==> src/hdl/scv_pkg.sv <==
// ----------------------------------------------------------------------------
// scv_pkg
// Shared types and constants of the strided, padded 1-D correlation block.
// ----------------------------------------------------------------------------
package scv_pkg;

	localparam int MAX_SAMPLES  = 64;
	localparam int MAX_TAPS     = 15;
	localparam int SAMPLE_BITS  = 16;
	localparam int ACC_BITS     = 40;
	localparam int PROD_BITS    = 2 * SAMPLE_BITS;

	localparam int SAMPLE_AW    = $clog2(MAX_SAMPLES);
	localparam int TAP_AW       = $clog2(MAX_TAPS);
	localparam int CNT_BITS     = $clog2(MAX_SAMPLES + 1);
	localparam int POS_BITS     = CNT_BITS + 1;

	// Register widths and reset values
	localparam int KLEN_BITS    = 4;
	localparam int STEP_BITS    = 7;
	localparam int PAD_BITS     = 2;
	localparam int CFG_BITS     = 7;
	localparam int CFG_IDX_BITS = 2;

	localparam logic [KLEN_BITS-1:0] KLEN_RESET = 4'd3;
	localparam logic [STEP_BITS-1:0] STEP_RESET = 7'd1;
	localparam logic [PAD_BITS-1:0]  PAD_RESET  = 2'd0;

	// Register indexes
	localparam logic [CFG_IDX_BITS-1:0] REG_KLEN = 2'd0;
	localparam logic [CFG_IDX_BITS-1:0] REG_STEP = 2'd1;
	localparam logic [CFG_IDX_BITS-1:0] REG_PAD  = 2'd2;

	// Pad modes
	localparam logic [PAD_BITS-1:0] PAD_ZERO = 2'd0;
	localparam logic [PAD_BITS-1:0] PAD_HALF = 2'd1;
	localparam logic [PAD_BITS-1:0] PAD_COPY = 2'd2;

	// Input kinds carried on tuser
	localparam logic OP_TAP    = 1'b0;
	localparam logic OP_SAMPLE = 1'b1;

	// Stream widths
	localparam int S_TDATA_BITS = 24;  // tap_index[3:0], value[19:4], zero fill
	localparam int M_TDATA_BITS = 40;

	typedef enum logic [1:0] {
		ST_IDLE,
		ST_RUN,
		ST_ERR
	} state_t;

	typedef enum logic [1:0] {
		SRC_LEFT,
		SRC_MID,
		SRC_RIGHT
	} src_t;

	function automatic logic signed [SAMPLE_BITS-1:0] pad_value(
		input logic [PAD_BITS-1:0]          mode,
		input logic signed [SAMPLE_BITS-1:0] edge_smp
	);
		logic signed [SAMPLE_BITS-1:0] res;
		case (mode)
			PAD_HALF: res = edge_smp >>> 1;
			PAD_COPY: res = edge_smp;
			default:  res = '0;
		endcase
		return res;
	endfunction

endpackage

==> src/hdl/scv_ram.sv <==
// ----------------------------------------------------------------------------
// scv_ram
// Generic single-clock RAM: one write port, one read port, registered read.
// ----------------------------------------------------------------------------
module scv_ram #(
	parameter int WIDTH = 16,
	parameter int DEPTH = 64,
	localparam int AW   = (DEPTH > 1) ? $clog2(DEPTH) : 1
) (
	input  logic             clk,
	input  logic             we,
	input  logic [AW-1:0]    waddr,
	input  logic [WIDTH-1:0] wdata,
	input  logic             re,
	input  logic [AW-1:0]    raddr,
	output logic [WIDTH-1:0] rdata
);

	logic [WIDTH-1:0] mem [DEPTH];

	always_ff @(posedge clk) begin
		if (we) begin
			mem[waddr] <= wdata;
		end
		if (re) begin
			rdata <= mem[raddr];
		end
	end

endmodule

==> src/hdl/strided_conv1d_padded.sv <==
// ----------------------------------------------------------------------------
// strided_conv1d_padded
// Strided 1-D correlation of a stored sample run with edge padding.
// ----------------------------------------------------------------------------
// Usage:
//   Input stream s_*: tuser = 0 writes a kernel tap, tuser = 1 delivers a
//   sample; tlast on a sample closes the run. Both are taken at one beat per
//   cycle while the block is idle. Up to 64 samples are stored; later ones
//   are dropped until tlast.
//   Output stream m_*: one beat per window start 0, step, 2*step, ... below
//   the sample count, tdata holds the saturated 40-bit sum, tlast marks the
//   last window. Zero step or kernel length, or kernel > run: one beat, tuser = 1.
//   Config port: cfg_we writes register cfg_index (0 kernel length, 1 step,
//   2 pad mode) at once; write only while idle.
// Timing:
//   Each window issues one tap per cycle, unless a stall freezes the pipe,
//   through the RAMs, a registered multiplier and the accumulator; the
//   sum is saturated into the output register. An error beat is loaded
//   from the error state. New input beats wait until the tap pipeline has
//   drained; the last result may still sit in the output register.
// Reset and stall:
//   arst_n clears control state and loads register defaults; stored taps
//   and samples are undefined until written. A finished window that meets a
//   full output register with m_tready low freezes the tap pipeline.
// ----------------------------------------------------------------------------
module strided_conv1d_padded (
	input  logic                              clk,
	input  logic                              arst_n,

	input  logic                              s_tvalid,
	output logic                              s_tready,
	input  logic [scv_pkg::S_TDATA_BITS-1:0]  s_tdata,   // tap_index[3:0], value[19:4]
	input  logic                              s_tuser,   // op
	input  logic                              s_tlast,   // last_sample

	output logic                              m_tvalid,
	input  logic                              m_tready,
	output logic [scv_pkg::M_TDATA_BITS-1:0]  m_tdata,   // out_value[39:0]
	output logic                              m_tuser,   // error
	output logic                              m_tlast,   // final_res

	input  logic                              cfg_we,
	input  logic [scv_pkg::CFG_IDX_BITS-1:0]  cfg_index,
	input  logic [scv_pkg::CFG_BITS-1:0]      cfg_data
);

	localparam int SB = scv_pkg::SAMPLE_BITS;
	localparam int AB = scv_pkg::ACC_BITS;
	localparam int PB = scv_pkg::POS_BITS;
	localparam int CB = scv_pkg::CNT_BITS;

	// Configuration registers
	logic [scv_pkg::KLEN_BITS-1:0] klen_q;
	logic [scv_pkg::STEP_BITS-1:0] step_q;
	logic [scv_pkg::PAD_BITS-1:0]  pad_q;

	// Run control
	scv_pkg::state_t state_q, state_d;
	logic [CB-1:0]                 count_q;
	logic [CB-1:0]                 n_q;
	logic [CB-1:0]                 count_new;
	logic signed [SB-1:0]          first_q, last_q;
	logic [CB-1:0]                 win_q;
	logic [scv_pkg::TAP_AW-1:0]    tap_q;

	// Input fields
	logic [scv_pkg::TAP_AW-1:0]    in_tap;
	logic signed [SB-1:0]          in_value;
	logic                          in_beat, smp_beat, tap_beat, smp_store, close_beat;
	logic                          run_bad;

	// Issue stage
	logic                          adv;
	logic                          issue;
	logic                          err_load;
	logic [PB-1:0]                 win_sum, q_pos, d_pos, p_pos;
	logic                          win_fin;
	logic                          last_tap;
	scv_pkg::src_t                 src;

	// Pipeline
	logic                          v_s1, first_s1, lt_s1, fin_s1;
	scv_pkg::src_t                 src_s1;
	logic                          v_s2, first_s2, lt_s2, fin_s2;
	logic signed [scv_pkg::PROD_BITS-1:0] prod_s2;
	logic signed [AB-1:0]          acc_q;
	logic signed [AB:0]            sum_w;
	logic signed [AB-1:0]          sat_w;

	// RAM ports
	logic [SB-1:0]                 smp_rdata, tap_rdata;
	logic signed [SB-1:0]          opnd;
	logic signed [SB-1:0]          lpad, rpad;

	// Output register
	logic                          out_v_q;
	logic [AB-1:0]                 out_data_q;
	logic                          out_err_q, out_fin_q;
	logic                          res_load;

	assign in_tap     = s_tdata[scv_pkg::TAP_AW-1:0];
	assign in_value   = s_tdata[scv_pkg::TAP_AW +: SB];
	assign in_beat    = s_tvalid && s_tready;
	assign smp_beat   = in_beat && (s_tuser == scv_pkg::OP_SAMPLE);
	assign tap_beat   = in_beat && (s_tuser == scv_pkg::OP_TAP) &&
	                    (32'(in_tap) < scv_pkg::MAX_TAPS);
	assign smp_store  = smp_beat && (32'(count_q) < scv_pkg::MAX_SAMPLES);
	assign close_beat = smp_beat && s_tlast;
	assign count_new  = smp_store ? count_q + CB'(1) : count_q;

	assign run_bad = (klen_q == '0) || (32'(klen_q) > scv_pkg::MAX_TAPS) ||
	                 (step_q == '0) || (CB'(klen_q) > count_new);

	// ------------------------------------------------------------------
	// Window position and source selection
	// ------------------------------------------------------------------
	assign win_sum  = PB'(win_q) + PB'(step_q);
	assign win_fin  = win_sum >= PB'(n_q);
	assign last_tap = (PB'(tap_q) == PB'(klen_q) - PB'(1));
	assign q_pos    = PB'(win_q) + PB'(tap_q);
	assign p_pos    = (PB'(klen_q) - PB'(1)) >> 1;
	assign d_pos    = q_pos - p_pos;

	always_comb begin
		if (q_pos < p_pos) begin
			src = scv_pkg::SRC_LEFT;
		end else if (d_pos < PB'(n_q)) begin
			src = scv_pkg::SRC_MID;
		end else begin
			src = scv_pkg::SRC_RIGHT;
		end
	end

	// Freeze the tap pipeline while a finished window cannot enter the output register
	assign adv      = !(v_s2 && lt_s2 && out_v_q && !m_tready);
	assign res_load = adv && v_s2 && lt_s2;

	// ------------------------------------------------------------------
	// Control state machine
	// ------------------------------------------------------------------
	always_comb begin
		state_d = state_q;
		unique case (state_q)
			scv_pkg::ST_IDLE: begin
				if (close_beat) begin
					state_d = run_bad ? scv_pkg::ST_ERR : scv_pkg::ST_RUN;
				end
			end
			scv_pkg::ST_RUN: begin
				if (adv && last_tap && win_fin) begin
					state_d = scv_pkg::ST_IDLE;
				end
			end
			scv_pkg::ST_ERR: begin
				if (!out_v_q || m_tready) begin
					state_d = scv_pkg::ST_IDLE;
				end
			end
			default: state_d = scv_pkg::ST_IDLE;
		endcase
	end

	always_comb begin
		s_tready = 1'b0;
		issue    = 1'b0;
		err_load = 1'b0;
		unique case (state_q)
			scv_pkg::ST_IDLE: s_tready = !v_s1 && !v_s2;
			scv_pkg::ST_RUN:  issue    = adv;
			scv_pkg::ST_ERR:  err_load = !out_v_q || m_tready;
			default: ;
		endcase
	end

	always_ff @(posedge clk or negedge arst_n) begin
		if (!arst_n) begin
			state_q <= scv_pkg::ST_IDLE;
			klen_q  <= scv_pkg::KLEN_RESET;
			step_q  <= scv_pkg::STEP_RESET;
			pad_q   <= scv_pkg::PAD_RESET;
			count_q <= '0;
			n_q     <= '0;
			win_q   <= '0;
			tap_q   <= '0;
		end else begin
			state_q <= state_d;
			if (cfg_we) begin
				case (cfg_index)
					scv_pkg::REG_KLEN: klen_q <= cfg_data[scv_pkg::KLEN_BITS-1:0];
					scv_pkg::REG_STEP: step_q <= cfg_data[scv_pkg::STEP_BITS-1:0];
					scv_pkg::REG_PAD:  pad_q  <= cfg_data[scv_pkg::PAD_BITS-1:0];
					default: ;
				endcase
			end
			if (close_beat) begin
				n_q     <= count_new;
				count_q <= '0;
				win_q   <= '0;
				tap_q   <= '0;
			end else if (smp_store) begin
				count_q <= count_new;
			end
			if (issue) begin
				if (last_tap) begin
					tap_q <= '0;
					win_q <= win_sum[CB-1:0];
				end else begin
					tap_q <= tap_q + scv_pkg::TAP_AW'(1);
				end
			end
		end
	end

	// Edge samples for padding
	always_ff @(posedge clk) begin
		if (smp_store) begin
			last_q <= in_value;
			if (count_q == '0) begin
				first_q <= in_value;
			end
		end
	end

	// ------------------------------------------------------------------
	// Stores
	// ------------------------------------------------------------------
	scv_ram #(
		.WIDTH (SB),
		.DEPTH (scv_pkg::MAX_SAMPLES)
	) u_smp_ram (
		.clk   (clk),
		.we    (smp_store),
		.waddr (count_q[scv_pkg::SAMPLE_AW-1:0]),
		.wdata (in_value),
		.re    (issue),
		.raddr (d_pos[scv_pkg::SAMPLE_AW-1:0]),
		.rdata (smp_rdata)
	);

	scv_ram #(
		.WIDTH (SB),
		.DEPTH (scv_pkg::MAX_TAPS)
	) u_tap_ram (
		.clk   (clk),
		.we    (tap_beat),
		.waddr (in_tap),
		.wdata (in_value),
		.re    (issue),
		.raddr (tap_q),
		.rdata (tap_rdata)
	);

	// ------------------------------------------------------------------
	// Multiply-accumulate pipeline
	// ------------------------------------------------------------------
	assign lpad = scv_pkg::pad_value(pad_q, first_q);
	assign rpad = scv_pkg::pad_value(pad_q, last_q);

	always_comb begin
		case (src_s1)
			scv_pkg::SRC_LEFT:  opnd = lpad;
			scv_pkg::SRC_MID:   opnd = $signed(smp_rdata);
			default:            opnd = rpad;
		endcase
	end

	always_ff @(posedge clk or negedge arst_n) begin
		if (!arst_n) begin
			v_s1 <= 1'b0;
			v_s2 <= 1'b0;
		end else if (adv) begin
			v_s1 <= issue;
			v_s2 <= v_s1;
		end
	end

	always_ff @(posedge clk) begin
		if (adv) begin
			src_s1   <= src;
			first_s1 <= (tap_q == '0);
			lt_s1    <= last_tap;
			fin_s1   <= win_fin;
			prod_s2  <= opnd * $signed(tap_rdata);
			first_s2 <= first_s1;
			lt_s2    <= lt_s1;
			fin_s2   <= fin_s1;
		end
	end

	assign sum_w = (first_s2 ? '0 : (AB+1)'(acc_q)) + (AB+1)'(prod_s2);

	always_comb begin
		if (sum_w[AB] != sum_w[AB-1]) begin
			// Clamp to the signed 40-bit range
			sat_w = sum_w[AB] ? {1'b1, {(AB-1){1'b0}}} : {1'b0, {(AB-1){1'b1}}};
		end else begin
			sat_w = sum_w[AB-1:0];
		end
	end

	always_ff @(posedge clk) begin
		if (adv && v_s2) begin
			acc_q <= sat_w;
		end
	end

	// ------------------------------------------------------------------
	// Output register
	// ------------------------------------------------------------------
	always_ff @(posedge clk or negedge arst_n) begin
		if (!arst_n) begin
			out_v_q <= 1'b0;
		end else if (res_load || err_load) begin
			out_v_q <= 1'b1;
		end else if (m_tready) begin
			out_v_q <= 1'b0;
		end
	end

	always_ff @(posedge clk) begin
		if (res_load) begin
			out_data_q <= sat_w;
			out_err_q  <= 1'b0;
			out_fin_q  <= fin_s2;
		end else if (err_load) begin
			out_data_q <= '0;
			out_err_q  <= 1'b1;
			out_fin_q  <= 1'b1;
		end
	end

	assign m_tvalid = out_v_q;
	assign m_tdata  = out_data_q;
	assign m_tuser  = out_err_q;
	assign m_tlast  = out_fin_q;

endmodule
==> config.mk <==
export PLATFORM = sky130hd
export DESIGN_NAME = strided_conv1d_padded
export DESIGN_NICKNAME = d
export VERILOG_FILES = /design/src/hdl/scv_pkg.sv /design/src/hdl/scv_ram.sv /design/src/hdl/strided_conv1d_padded.sv
export SDC_FILE = /design/constraint.sdc
export NUM_CORES = 2
export LEC_CHECK = 0
export BUFFER_PORTS_ARGS = -buffer_cell sky130_fd_sc_hd__buf_2
export CAP_MARGIN = 10
export CORE_AREA = 2 2 586 414
export CTS_CLUSTER_DIAMETER = 200
export CTS_CLUSTER_SIZE = 30
export DETAILED_ROUTE_END_ITERATION = 7
export DIE_AREA = 0 0 588 416
export HOLD_SLACK_MARGIN = 0.05
export PLACE_DENSITY_LB_ADDON = 0.25
export SYNTH_ARGS = -nofsm -noshare
export SYNTH_HDL_FRONTEND = slang
export SYNTH_HIERARCHICAL = 1
export SYNTH_SLANG_ARGS = --single-unit
export TNS_END_PERCENT = 20
==> constraint.sdc <==
create_clock -name clk -period 8.1 [get_ports clk]
set_input_delay 0.81 -clock clk [delete_from_list [all_inputs] [get_ports clk]]
set_output_delay 0.81 -clock clk [all_outputs]
set_load 0.005 [all_outputs]
======== Word-level counts from Yosys, hierarchy flattened ========
Memory sizes are Yosys's and may differ from the RTL's. A register that Yosys moved wholly into a read port is not among the register bits.
Cells that the tools add are included.
storage, ports and cells
  output and inout port bits .............. 44
  memories ................................ 2
  memory bits (writable) .................. 1264
  logic and storage cells ................. 127
  bits in registers ....................... 197
memory list
  memory         depth  bits a word  rd ports  clocked after memory_dff  wr ports  line           text
  u_smp_ram.mem  64     16           1         1                         1         scv_ram.sv:19  logic [WIDTH-1:0] mem [DEPTH];
  u_tap_ram.mem  15     16           1         1                         1         scv_ram.sv:19
cells by class
  $add $sub $neg .......................... 7
  $mul .................................... 1
  mux-type cells .......................... 34
  reduce and logical (&&, ||, !) cells .... 39
  order comparisons ....................... 6
  bitwise gates (word level) .............. 1
  equal/unequal tests ..................... 12
operators with widths
  cell                                                number
  two-way mux 40 bit                                  4
  case mux 16 bit (2 select lines)                    3
  two-way mux 7 bit                                   6
  adder 41 bit                                        1
  two-way mux 41 bit                                  1
  multiplier 16 x 16 -> 32 bit                        1
  less-than comparator 8 x 7 -> 1 bit                 2
  logical AND 1 bit                                   14
  zero test 7 bit                                     2
  two-way mux 4 bit                                   3
  two-way mux 1 bit                                   11
  two-way mux 2 bit                                   5
  adder 7 x 4 -> 8 bit                                1
  adder 7 x 7 -> 8 bit                                1
  == test 2 x 1 -> 1 bit (second input constant)      4
  == test 4 x 8 -> 1 bit                              1
  greater-or-equal comparator 8 x 7 -> 1 bit          1
  zero test 4 bit                                     2
  AND reduction 2 bit                                 4
  nonzero test 2 bit                                  4
  subtractor 8 x 7 -> 8 bit                           1
  adder 7 x 1 -> 7 bit (second input constant)        1
  > comparator 4 x 7 -> 1 bit                         1
  less-than comparator 7 bit (second input constant)  1
  other kinds (12)                                    25

======== Longest topological paths before layout ========
  depth in word-level cells ............... 12
  mapped depth ............................ 33
  gate-level depth less buffers ........... 30

======== Hierarchy ========
The synthesis kept the hierarchy.
modules (own cells, without submodules)
  module                 cells each  area an instance (um^2)  times used  sequential area each (um^2)
  scv_ram (u_smp_ram)    1829        40202.3                  1           31230.0
  strided_conv1d_padded  2137        21415.5                  1           5694.2
  scv_ram (u_tap_ram)    434         9753.1                   1           7687.4

======== Worst setup path after synthesis ========
No wires, ideal clock.
  path kind ............................... register to register
  start ................................... reg pad_q[0] (netlist bit)
  end ..................................... reg prod_s2[31] (netlist bit), data pin
  cell stages (with the launch flop) ...... 32
  arrival ................................. 7.689 ns
  slack ................................... 0.149 ns
  period minus slack after synthesis ...... 7.951 ns
  buffers on the path ..................... 4
  library setup time ...................... 0.262 ns
  path through ............................ dfrtp_1 -> inv_1 -> ha_1 -> nor2b_1 -> clkbuf_1 -> clkbuf_1 -> clkbuf_1 -> a22oi_1 -> a21oi_1 -> clkbuf_1 -> nand2_1 -> fa_1 -> inv_1 -> fa_1 -> inv_1 -> fa_1 -> inv_1 -> fa_1 -> fa_1 -> inv_1 -> fa_1 -> inv_1 -> ha_1 -> a21oi_1 -> o21ai_0 -> or3_1 -> o21ba_2 -> a41oi_1 -> o21ai_0 -> a211o_1 -> a21oi_1 -> xor2_1
between the ends
  longest elaborated chain between the ends .. 4
  elaborated cells between the ends (all ways) .. 6
  classes of those cells .................. mul (1); eq/ne (2); mux (3)
RTL lines
  element                                                         line                          text
  start: declaration                                              strided_conv1d_padded.sv:55   logic [scv_pkg::PAD_BITS-1:0] pad_q;
  start signal: assignment                                        strided_conv1d_padded.sv:180  pad_q <= scv_pkg::PAD_RESET;
  start signal: assignment                                        strided_conv1d_padded.sv:191  scv_pkg::REG_PAD: pad_q <= cfg_data[scv_pkg::PAD_BITS-1:0];
  == test 2 bit / == test 2 x 1 -> 1 bit (equally long branches)  scv_pkg.sv:64                 case (mode)
  case mux 16 bit (2 select lines)                                scv_pkg.sv:64
  case mux 16 bit (2 select lines) (*)                            strided_conv1d_padded.sv:260  case (src_s1)
  multiplier 16 x 16 -> 32 bit (*)                                strided_conv1d_padded.sv:283  prod_s2 <= opnd * $signed(tap_rdata);
  end signal: assignment                                          strided_conv1d_padded.sv:283
  end: declaration                                                strided_conv1d_padded.sv:85   logic signed [scv_pkg::PROD_BITS-1:0] prod_s2;
Mark *: on every way between the ends. The rest lies on a longest branch, timed or not.
A chain may end at the register's enable or synchronous reset.

======== Worst setup path in the final report ========
  start ................................... reg pad_q[1] (netlist bit)
  end ..................................... reg prod_s2[31] (netlist bit), data pin
The elaborated chain is that of the path after synthesis.

==> results.toml <==
[die]
dieArea_sq_mm = 0.245
num_io_pins = 84
row_count = 151
die_w_um = 588
die_y_um = 416
start_util = 0.298
core_sq_mm = 0.240

[clock_network]
ctsHtreeMaxLevel = 2
cts_tree = "yes"
cts_root_buf = "clkbuf_16"
clock_tree.buffer_depth = 3
path_clk_slew_ns = 0.12
numCtsBuffers = 55
ctsHoldBuffers = 0
cts.sinks = 1493
worstSkewPairLatency_ns = 0.75

[drt]
wirelength_mm = 179
dr.pass1.iters = 7
drt_iter0_drc = 3592
drc_errors = 0
routedWlPerCell_um = 23.1
via_per_inst = 4.90
ant_nets = 0
vias = 38000

[setup_path]
timing.rr.start = "pad_q[1]"
crit_path_frequent_cell = "fa_1"
cpMaxStageDelayCell = "fa_1"
slowest_delay_ns = 0.53
critPathKind = "register to register"
crit_arrival_ns = 8.12
crit_fanout = 28
startpoint = "pad_q[1]"
crit_path_start_kind = "register"
cp.required_ns = 8.58
endpoint_kind = "register"

[synth]
synth-compound-area-share = 0.0555
synthMuxAreaShare = 0.109
yosys.area_share.adder = 0.104
ys.flop_type = "edfxtp_1"
yosysWarningCount = 6
ys_async_sr_fraction = 0.0288
syn_area_per_cell_sq_um = 16.2
syn_area_sq_mm = 0.0714
synth_simple_gate_area_frac = 0.0593
syn_inst = 4400
synth-seq-area-share = 0.625
synth_top_family_by_area = "multiplexers"
synth_nets = 4871
synth_cell_types = 85
synth_xor_xnor_area_share = 0.0118
synth_edf_count = 1449
synth_seq_cells = 1493

[timing]
slew_headroom = 0.173
finalHoldViolCount = 0
layout_min_cycle_time_ns = 7.64
period_share = 0.943
setup-violations-final = 0
max_freq_ghz = 0.131
worst_slew_pin_slew_ns = 1.24
finClkSkew_ns = 0.0431
tns_ns = 0
rsz0062_at_grt = "false"
maxSlewViolCount = 0

[run_status]
outcome = "complete, no violations"

[placement]
place_inst = 7647
placed_area_sq_mm = 0.0760
place_congestion = 0.815
dpl.hpwl_mm = 117
numPortBuffers = 79

[finish]
stdcell_area_sq_mm = 0.0777
utilization = 0.324
multi_input_area_sq_mm = 0.0243
finalNetCount = 4965
regArea_sq_mm = 0.0446
nFillCells = 23300
drive_above_1_share = 0.150
synthToLayoutAreaGrowth_pct = 8.87
finalNonFillerCells = 7740

[hold_path]
hp-class = "input pin to asynchronous set/reset pin"

[flow_run]
maxCapViolCount = 0

[global_routing]
grt_max_degree = 102
grt-ovfl-total = 0
grt_pass1_vias = 38400
grt_antenna_before_repair = 19
grt_pass1_wl_mm = 266
grt_use_total = 0.145
[repair_timing]
item / 4_1_cts / 5_1_grt
endpoints found under the setup margin: 0 / 5
gates resized for setup: 0 / 8
setup buffers: 0 / 2
[cell usage after synthesis, drive strengths merged (7+ instances only)]
| master | number | area, sq um |
|---|---|---|
| nand3 | 50 | 250 |
| nor4 | 9 | 75.1 |
| a211o | 13 | 114 |
| mux2i | 114 | 1140 |
| a21oi | 108 | 552 |
| a22o | 22 | 193 |
| xor2 | 38 | 333 |
| nand2b | 31 | 194 |
| fa | 266 | 5330 |
| and4 | 9 | 78.8 |
| or3 | 7 | 43.8 |
| nor2b | 113 | 707 |
| ha | 165 | 2060 |
| a221o | 20 | 200 |
| dfrtp | 40 | 1000 |
| o21ai | 124 | 696 |
| a221oi | 20 | 175 |
| nand4 | 22 | 138 |
| o21bai | 7 | 52.6 |
| a41oi | 9 | 78.8 |
| a22oi | 70 | 539 |
| edfxtp | 1449 | 43500 |
| nand2 | 246 | 931 |
| inv | 333 | 1250 |
| buf | 114 | 947 |
| nor3 | 20 | 100 |
| a311oi | 9 | 78.8 |
| a21o | 37 | 278 |
| xnor2 | 58 | 508 |
| o22ai | 39 | 244 |
| mux4 | 272 | 6190 |
| a211oi | 32 | 245 |
| nand3b | 10 | 75.1 |
| a31oi | 17 | 106 |
| and3 | 12 | 75.1 |
| clkbuf | 96 | 369 |
| nor2 | 165 | 624 |
| mux2 | 39 | 443 |
| and2 | 126 | 788 |
| o21a | 12 | 90.1 |
[per-layer routing]
| metal | up-vias | GRT usage | part of all wire |
|---|---|---|---|
| li1 | 16700 | - | - |
| met1 | 20300 | 0.232 | 0.50 |
| met2 | 867 | 0.212 | 0.43 |
| met3 | 114 | 0.0201 | 0.059 |
| met4 | 10 | 0.0176 | 0.0099 |
| met5 | - | 0 | 0.00035 |
[worst max-delay path: cells and delay by family, from the launching register on]
| family | cells | cell delay, ns |
|---|---|---|
| fa+ha+maj | 8 | 3.55 |
| compound gates | 9 | 1.59 |
| simple gates | 5 | 0.92 |
| buf+inv | 8 | 0.77 |
| flops | 1 | 0.43 |
| xor+xnor | 1 | 0.08 |
[layout by cell type, fill, tap and decap left out, types with 39 or more instances in the layout]
cell	count
a21oi_1	107
a22oi_1	68
and2_1	125
buf_2	63
buf_4	170
clkbuf_16	55
edfxtp_1	1449
fa_1	266
ha_1	164
inv_1	330
mux2i_1	114
mux4_2	256
nand2_1	244
nand3_1	49
nor2_1	160
nor2b_1	110
o21ai_0	92
o22ai_1	39
xnor2_1	57
[area by class of cell]
type | instances | area share
timing repair buffer | 247 | 0.0242
clock inverter | 5 | 0.00134
inverter | 333 | 0.0162
multi-input combinational | 2364 | 0.313
sequential | 1493 | 0.574
tap | 3213 | 0.0517
clock buffer | 75 | 0.0187
antenna | 10 | 0.000322
[stage by stage]
stage / worst slack (ns) / hold WS (ns)
2_1_floorplan: 0.149 / 0.400
5_1_grt: 0.0137 / 0.195
3_5_place_dp: 0.213 / 0.409
4_1_cts: 0.132 / 0.161
3_3_place_gp: 0.200 / 0.409
6_report: 0.461 / 0.179
[worst paths after layout]
check                           cells past startpoint                    to  slack, ns
min in group clk                                    1  u_smp_ram/mem[20][7]       0.26
worst max register to register                     31           prod_s2[31]       0.46
worst max-delay path                               31           prod_s2[31]       0.46
worst min-delay path                                2            count_q[5]       0.18
max in group asynchronous                           2              tap_q[0]       7.39
worst min register to register                      0                 lt_s2       0.44
[logic make-up after synthesis]
kind of cell             Yosys count
flip-flops                      1493
AND/OR/NAND/NOR                  837
multiplexers                     425
XOR/XNOR                          96
AO/OA/AOI/OAI                    575
buffers and inverters            543
adder cells (fa/ha/maj)          431
[flip-flops by register name (all words and copies together), names as in the netlist, 2 cells and up]
signal	count
u_smp_ram/mem	1024
u_tap_ram/mem	240
acc_q	40
m_tdata	40
prod_s2	32
first_q	16
last_q	16
u_smp_ram/rdata	16
u_tap_ram/rdata	16
count_q	7
n_q	7
step_q	7
win_q	7
klen_q	4
tap_q	4
pad_q	2
src_s1	2
state_q	2
Power is not shown: default switching activity piles up to over one toggle a cycle in this logic, so the estimate is an artifact.
